===== src/hw/rtl/smt_pkg.sv =====
// Package for the SST manifest table: sizes, codes, entry and probe types.
// Used by smt_cell and sst_manifest_table.
package smt_pkg;

  localparam int MaxEntries = 16;
  localparam int IdxW = $clog2(MaxEntries);
  localparam int CntW = $clog2(MaxEntries + 1);

  localparam logic [2:0] MODE_PUBLISH = 3'd0;
  localparam logic [2:0] MODE_COMMIT  = 3'd1;
  localparam logic [2:0] MODE_REVOKE  = 3'd2;
  localparam logic [2:0] MODE_ABORT   = 3'd3;
  localparam logic [2:0] MODE_LOOKUP  = 3'd4;

  localparam logic [2:0] ST_OK       = 3'd0;
  localparam logic [2:0] ST_INVALID  = 3'd1;
  localparam logic [2:0] ST_EXISTS   = 3'd2;
  localparam logic [2:0] ST_FULL     = 3'd3;
  localparam logic [2:0] ST_NOTFOUND = 3'd4;

  localparam logic [2:0] REG_META  = 3'd0;
  localparam logic [2:0] REG_ABI   = 3'd1;
  localparam logic [2:0] REG_LEVEL = 3'd2;
  localparam logic [2:0] REG_CHUNK = 3'd3;
  localparam logic [2:0] REG_FSIZE = 3'd4;
  localparam logic [2:0] REG_CSIZE = 3'd5;

  typedef struct packed {
    logic [63:0] id;
    logic [63:0] epoch;
    logic [7:0]  level;
    logic [63:0] low_key;
    logic [63:0] high_key;
    logic [15:0] chunks;
    logic [31:0] length;
  } rec_t;

  // Probe travelling down the chain of cells.
  typedef struct packed {
    logic        hit;
    logic        hit_committed;
    logic [63:0] hit_epoch;
    logic        best_ok;
    rec_t        best;
    logic        free_seen;
  } probe_t;

endpackage


===== src/hw/rtl/smt_cell.sv =====
// One table slot: holds a record and folds it into the probe passing by.
// Depends on smt_pkg.
module smt_cell (
  input  logic          clk,
  input  logic          rst,
  input  logic [2:0]    op,
  input  logic          sweep,
  input  logic          do_write,
  input  logic          do_commit,
  input  logic          do_drop,
  input  smt_pkg::rec_t wr_rec,
  input  logic [63:0]   key,
  input  logic [63:0]   qepoch,
  input  smt_pkg::probe_t probe_in,
  output smt_pkg::probe_t probe_out,
  output logic          valid_out
);
  import smt_pkg::*;

  logic valid;
  logic committed;
  rec_t rec;
  logic id_match;
  logic take_slot;
  logic cand;
  logic better;
  probe_t probe_next;

  assign valid_out = valid;
  assign id_match = valid && (rec.id == wr_rec.id);
  assign take_slot = do_write && !valid && !probe_in.free_seen;
  assign cand = valid && committed && (rec.epoch <= qepoch) &&
                (key >= rec.low_key) && (key <= rec.high_key);
  assign better = !probe_in.best_ok || (rec.epoch > probe_in.best.epoch) ||
                  ((rec.epoch == probe_in.best.epoch) &&
                   ((rec.level < probe_in.best.level) ||
                    ((rec.level == probe_in.best.level) &&
                     (rec.id > probe_in.best.id))));

  always_comb begin
    probe_next = probe_in;
    probe_next.free_seen = probe_in.free_seen || !valid;
    if (id_match) begin
      probe_next.hit = 1'b1;
      probe_next.hit_committed = committed;
      probe_next.hit_epoch = rec.epoch;
    end
    if (op == MODE_LOOKUP && cand && better) begin
      probe_next.best_ok = 1'b1;
      probe_next.best = rec;
    end
  end

  // advance the probe one cell per cycle
  always_ff @(posedge clk) begin
    probe_out <= probe_next;
  end

  always_ff @(posedge clk) begin
    if (rst) begin
      valid <= 1'b0;
      committed <= 1'b0;
    end else if (sweep) begin
      if (take_slot) begin
        valid <= 1'b1;
        committed <= 1'b0;
      end else if (do_commit && id_match) begin
        committed <= 1'b1;
      end else if (do_drop && id_match) begin
        valid <= 1'b0;
        committed <= 1'b0;
      end
    end
  end

  always_ff @(posedge clk) begin
    if (sweep && take_slot) begin
      rec <= wr_rec;
    end
  end
endmodule


===== config.mk =====
export PLATFORM = sky130hd
export DESIGN_NAME = smt_cell
export DESIGN_NICKNAME = d
export VERILOG_FILES = /design/src/hw/rtl/smt_pkg.sv /design/src/hw/rtl/smt_cell.sv
export SDC_FILE = /design/constraint.sdc
export NUM_CORES = 1
export LEC_CHECK = 0
export BUFFER_PORTS_ARGS = -buffer_cell sky130_fd_sc_hd__clkbuf_2
export CAP_MARGIN = 20
export CORE_AREA = 8 8 469 471
export CTS_CLUSTER_SIZE = 25
export DETAILED_ROUTE_END_ITERATION = 7
export DIE_AREA = 0 0 477 479
export PLACE_DENSITY = 0.37
export SLEW_MARGIN = 30
export SYNTH_ARGS = -nofsm -noshare
export SYNTH_HDL_FRONTEND = slang
export SYNTH_SLANG_ARGS = --single-unit

===== constraint.sdc =====
create_clock -name clk -period 7.6 [get_ports clk]
set_input_delay 0.38 -clock clk [delete_from_list [all_inputs] [get_ports clk]]
set_output_delay 0.38 -clock clk [all_outputs]
set_load 0.05 [all_outputs]

After elaboration in Yosys (flattened, before gate mapping) --
Cells that the tools add are included.
Operators by class: mux-type cells 7, $add $sub $neg 0, div/mod/pow operators 0, multipliers 0, bitwise operators 0, magnitude comparators 6, reduce and logical (&&, ||, !) cells 25, shift-type cells 0, equal/unequal tests 5
Operator list (number):
- $mux 312 | 1
- $eq 64x64->1 | 2
- $gt 64x64->1 | 2
- $le 64x64->1 | 2
- $mux 65 | 1
- $ge 64x64->1 | 1
- $logic_and 1x1->1 | 14
- $eq 8x8->1 | 1
- $lt 8x8->1 | 1
- $mux 1 | 5
- $logic_or 1x1->1 | 4
- $eq 3x3->1 const B | 1
- $logic_not 1->1 | 3
- $reduce_and 3->1 | 1
- $reduce_bool 3->1 | 1
- $ne 2x2->1 const B | 1
- $reduce_and 2->1 | 1
- $reduce_bool 2->1 | 1
Word-level totals: memories kept 0, register bits after elaboration 694, bits in latches 0, ROM bits 0, output and inout port bits 381, memory bits (writable) 0

Depth between registers and ports, before layout --
depth in word-level cells 7, depth in mapped cells 13, mapped depth without buffers 11

Worst setup path before layout --
Ideal clock, no wire load.
path type register to register, start reg valid (netlist: valid_out), end reg rec[0] (netlist bit), enable pin, data arrival time 6.806 ns, setup time 0.660 ns, required time 6.940 ns, path buffers 0, setup slack 0.134 ns, cell stages (with the launch flop) 3, period minus slack after synthesis 7.466 ns, cells stage by stage dfxtp_1 -> nand4bb_1 -> inv_1
On the way: longest elaborated chain between the ends 4
RTL lines:
- start, declared | line smt_cell.sv:20 | logic valid;
- start signal, assigned | line smt_cell.sv:61 | valid <= 1'b0;
- start signal, assigned | line smt_cell.sv:65 | valid <= 1'b1;
- start signal, assigned | line smt_cell.sv:70 | valid <= 1'b0;
- $logic_not 1->1 | line smt_cell.sv:31 | assign take_slot = do_write && !valid && !probe_in.free_seen;
- $logic_and 1x1->1 (2 in series) | line smt_cell.sv:31
- $logic_and 1x1->1 | line smt_cell.sv:77 | if (sweep && take_slot) begin
- end signal, assigned | line smt_cell.sv:78 | rec <= wr_rec;
- end, declared | line smt_cell.sv:22 | rec_t rec;
No other way between the ends. A chain may end at the register's enable or synchronous reset.

==> impl_metrics.yaml <==
run_status:
  status: "completed"
routing:
  postRouteAntennaNets: 0
  wl_per_cell_um: 24.7
  route.vias.total: 26728
  wirelength_mm: 181
  drtIter0Drc: 1462
  route.detailed.drc: 0
  vias_per_cell: 3.65
  firstDrtPassIters: 5
power:
  power.share.clock_pct: 43.8
  internal_power_mw: 7.30
  comb_power_share_pct: 15.8
  leakagePower_nw: 22.8
  switchingPower_mw: 3.00
  switching_share_pct: 29.1
  ir_drop_v: 0.000162
  seqPwrFrac_pct: 40.4
  p_per_area_nw_per_um2: 205
  finalPower_mw: 10.3
floorplanning:
  fp.dieArea_um2: 228000
  fp.dieH_um: 479
  start_util_pct: 14.5
  coreArea_um2: 213000
  die_w_um: 477
  rows: 170
  ios: 1210
sta:
  hold_viol: 0
  setup_violations: 0
  fmax_mhz: 182
  min_period_ns: 5.49
  rsz0062_at_grt: "false"
  slew_headroom_pct: 25.3
  tightestPinTransition_ns: 1.11
  fin_crit_sh_pct: 72.2
  fin_tns_setup_ns: 0
  clock_skew_ns: 0.0547
  maxSlewViolCount: 0
grt:
  grt_max_degree: 117
  grt_pass1_vias: 29099
  grt_usage_pct: 15.1
  grt_pass1_wl_mm: 242
  grt_antenna_before_repair: 118
  grt.overflow.total: 0
synthesis:
  syn-num-nets: 3558
  synthDominantCellAreaShare_pct: 30.4
  avgSynthCellArea_um2: 12.9
  yosys.area.top_type: "edfxtp_1"
  synthArstFlopShare_pct: 0
  synth_enable_flop_cells: 312
  synth_area_um2: 30900
  synth_warnings: 0
  synthTopCellsByArea: "edfxtp_1 (30%), dfxtp_1 (25%), ha_1 (13%)"
  yosysUniqueCellTypes: 62
  synth_cells: 2401
  seq_area_frac_synth_pct: 55.1
  synth-seq-cells: 694
  synth_ff_type: "dfxtp_1"
critical_path:
  reg2reg_slack_ns: 2.11
  rr_startpoint: "rec[224]"
  reg2reg_to: "probe_out[87]"
  cp.arrival_ns: 6.06
  crit_fanout: 112
  worstRegToRegCells: 11
  critPathLaunchType: "flop"
  endpoint_kind: "flop"
  crit_type: "reg2reg"
  cp_data_required_time_ns: 8.17
clock_tree:
  numClockSinks: 694
  clkLatencyLatePin_ns: 0.73
  numCtsBuffers: 92
  cts_resized: 0
  cts_tree: "done"
  clockRootBuffer: "clkbuf_16"
  path_clk_slew_ns: 0.06
  htreeDepth: 3
  clk_path_buf_depth: 3
job:
  cap_violations: 0
final_layout:
  final_cell_count_no_fill: 7327
  nFillCells: 22951
  drive_gt1_share_pct: 33.3
  final_common_cell: "clkbuf_2"
  fin_nets: 5530
  area_growth_pct: 63.0
  layout_common_cells: "clkbuf_2 (1,209), dlygate4sd3_1 (692), dfxtp_1 (382), inv_1 (347), ha_1 (328)"
  fin_util_pct: 23.6
placed_design:
  dp_cells: 6425
  gp_congestion: 0.835
  io_buffers: 1209
  dp_hpwl_mm: 152
min_path:
  hp-start: "probe_in[235]"
  min_path_type: "in2reg"
  holdPathStages: 2
  holdPathEnd: "probe_out[235]"
==> layout make-up <==
class                   instances  area [um^2]  share of cell area [%]
flip-flops and latches        694        17000                    33.8
repair buffers               1919        13200                    26.2
multi-input cells            1318        12100                    24.0
well taps                    2838         3550                    7.06
clock buffers                 132         2710                    5.38
inverters                     348         1310                    2.61
clock inverters                42          399                   0.793
diodes                         36         90.1                   0.179
==> kinds of logic after synthesis <==
family,share of synthesized area (%)
compound gates,5.77
xor+xnor,1.45
fa+ha+maj,13.3
buf+inv,5.79
flops,55.1
mux,13.7
simple gates,4.82
==> flip-flops by register name, summed over array words and instances, names as in the netlist <==
signal / count
rec: 312
valid_out: 1
committed: 1
probe_out: 380
==> worst max-delay path by stage <==
stage	startpoint	to	depth (start not counted)
floorplan	valid_out	rec[0]	2
global placement	rec[224]	probe_out[31]	11
detailed placement	rec[224]	probe_out[297]	11
CTS	rec[224]	probe_out[31]	11
global route	rec[224]	probe_out[87]	11
finish	rec[224]	probe_out[87]	11
==> layer usage <==
layer,vias to the layer above,GRT usage [%],share of wire [%]
li1,12653,-,-
met1,12556,18.4,42
met2,1154,25.3,46
met3,293,5.38,8.3
met4,72,4.19,2.9
met5,-,0,0.26
==> cell usage after synthesis (3+ instances only) <==
| cell | instances |
|---|---|
| a221oi_1 | 8 |
| nand2_1 | 68 |
| or2_2 | 3 |
| mux2_1 | 274 |
| nand2b_1 | 3 |
| nand3_1 | 27 |
| nor4_1 | 24 |
| inv_1 | 348 |
| xnor2_1 | 20 |
| buf_2 | 9 |
| dfxtp_1 | 382 |
| a211oi_1 | 12 |
| a21o_1 | 36 |
| ha_1 | 328 |
| o22ai_1 | 4 |
| xor2_1 | 31 |
| and3_1 | 5 |
| mux2_2 | 97 |
| nand4_1 | 70 |
| nor2_1 | 34 |
| buf_6 | 9 |
| a31oi_1 | 5 |
| mux2i_1 | 6 |
| nor2b_1 | 11 |
| o2111ai_1 | 3 |
| buf_8 | 22 |
| a21oi_1 | 118 |
| a2111oi_0 | 7 |
| a221o_1 | 3 |
| a2111o_1 | 3 |
| o21ai_0 | 45 |
| o31ai_1 | 3 |
| nor3_1 | 22 |
| and4_1 | 7 |
| o211ai_1 | 10 |
| edfxtp_1 | 312 |
==> power groups by stage <==
| stage | registers (mW) | clock network, mW | logic, mW |
|---|---|---|---|
| 3_5_place_dp | 4.25 | 0 | 1.31 |
| 4_1_cts | 4.17 | 4.72 | 1.65 |
| 2_1_floorplan | 4.59 | 0 | 0.338 |
| 3_3_place_gp | 4.25 | 0 | 1.30 |
| 6_report | 4.17 | 4.51 | 1.63 |
| 5_1_grt | 4.18 | 4.82 | 1.75 |
==> critical path, stage by stage (launching register included) <==
cell	delay, ns
edfxtp_1	0.51
ha_1	0.34
nand4_1	0.28
nor4_1	0.91
nand4_1	0.46
and4b_1	0.45
o211a_1	0.17
o2111ai_1	0.26
and3_1	0.35
o21ai_4	0.41
buf_12	0.39
mux2_1	0.40
==> through the flow <==
stage	area, um^2	setup slack [ns]	hold slack (ns)
finish	50300	2.11	0.0601
global route	50300	1.80	0.0304
floorplan	30900	0.134	0.425
CTS	50200	1.95	0.00984
detailed placement	40200	1.99	0.437
global placement	40200	2.01	0.426
==> repair_timing <==
action / 4_1_cts / 5_1_grt
endpoints found under the hold margin: 690 / 0
setup buffers: 0 / 0
hold buffers: 692 / 0
(Power assumes the default switching activity.)
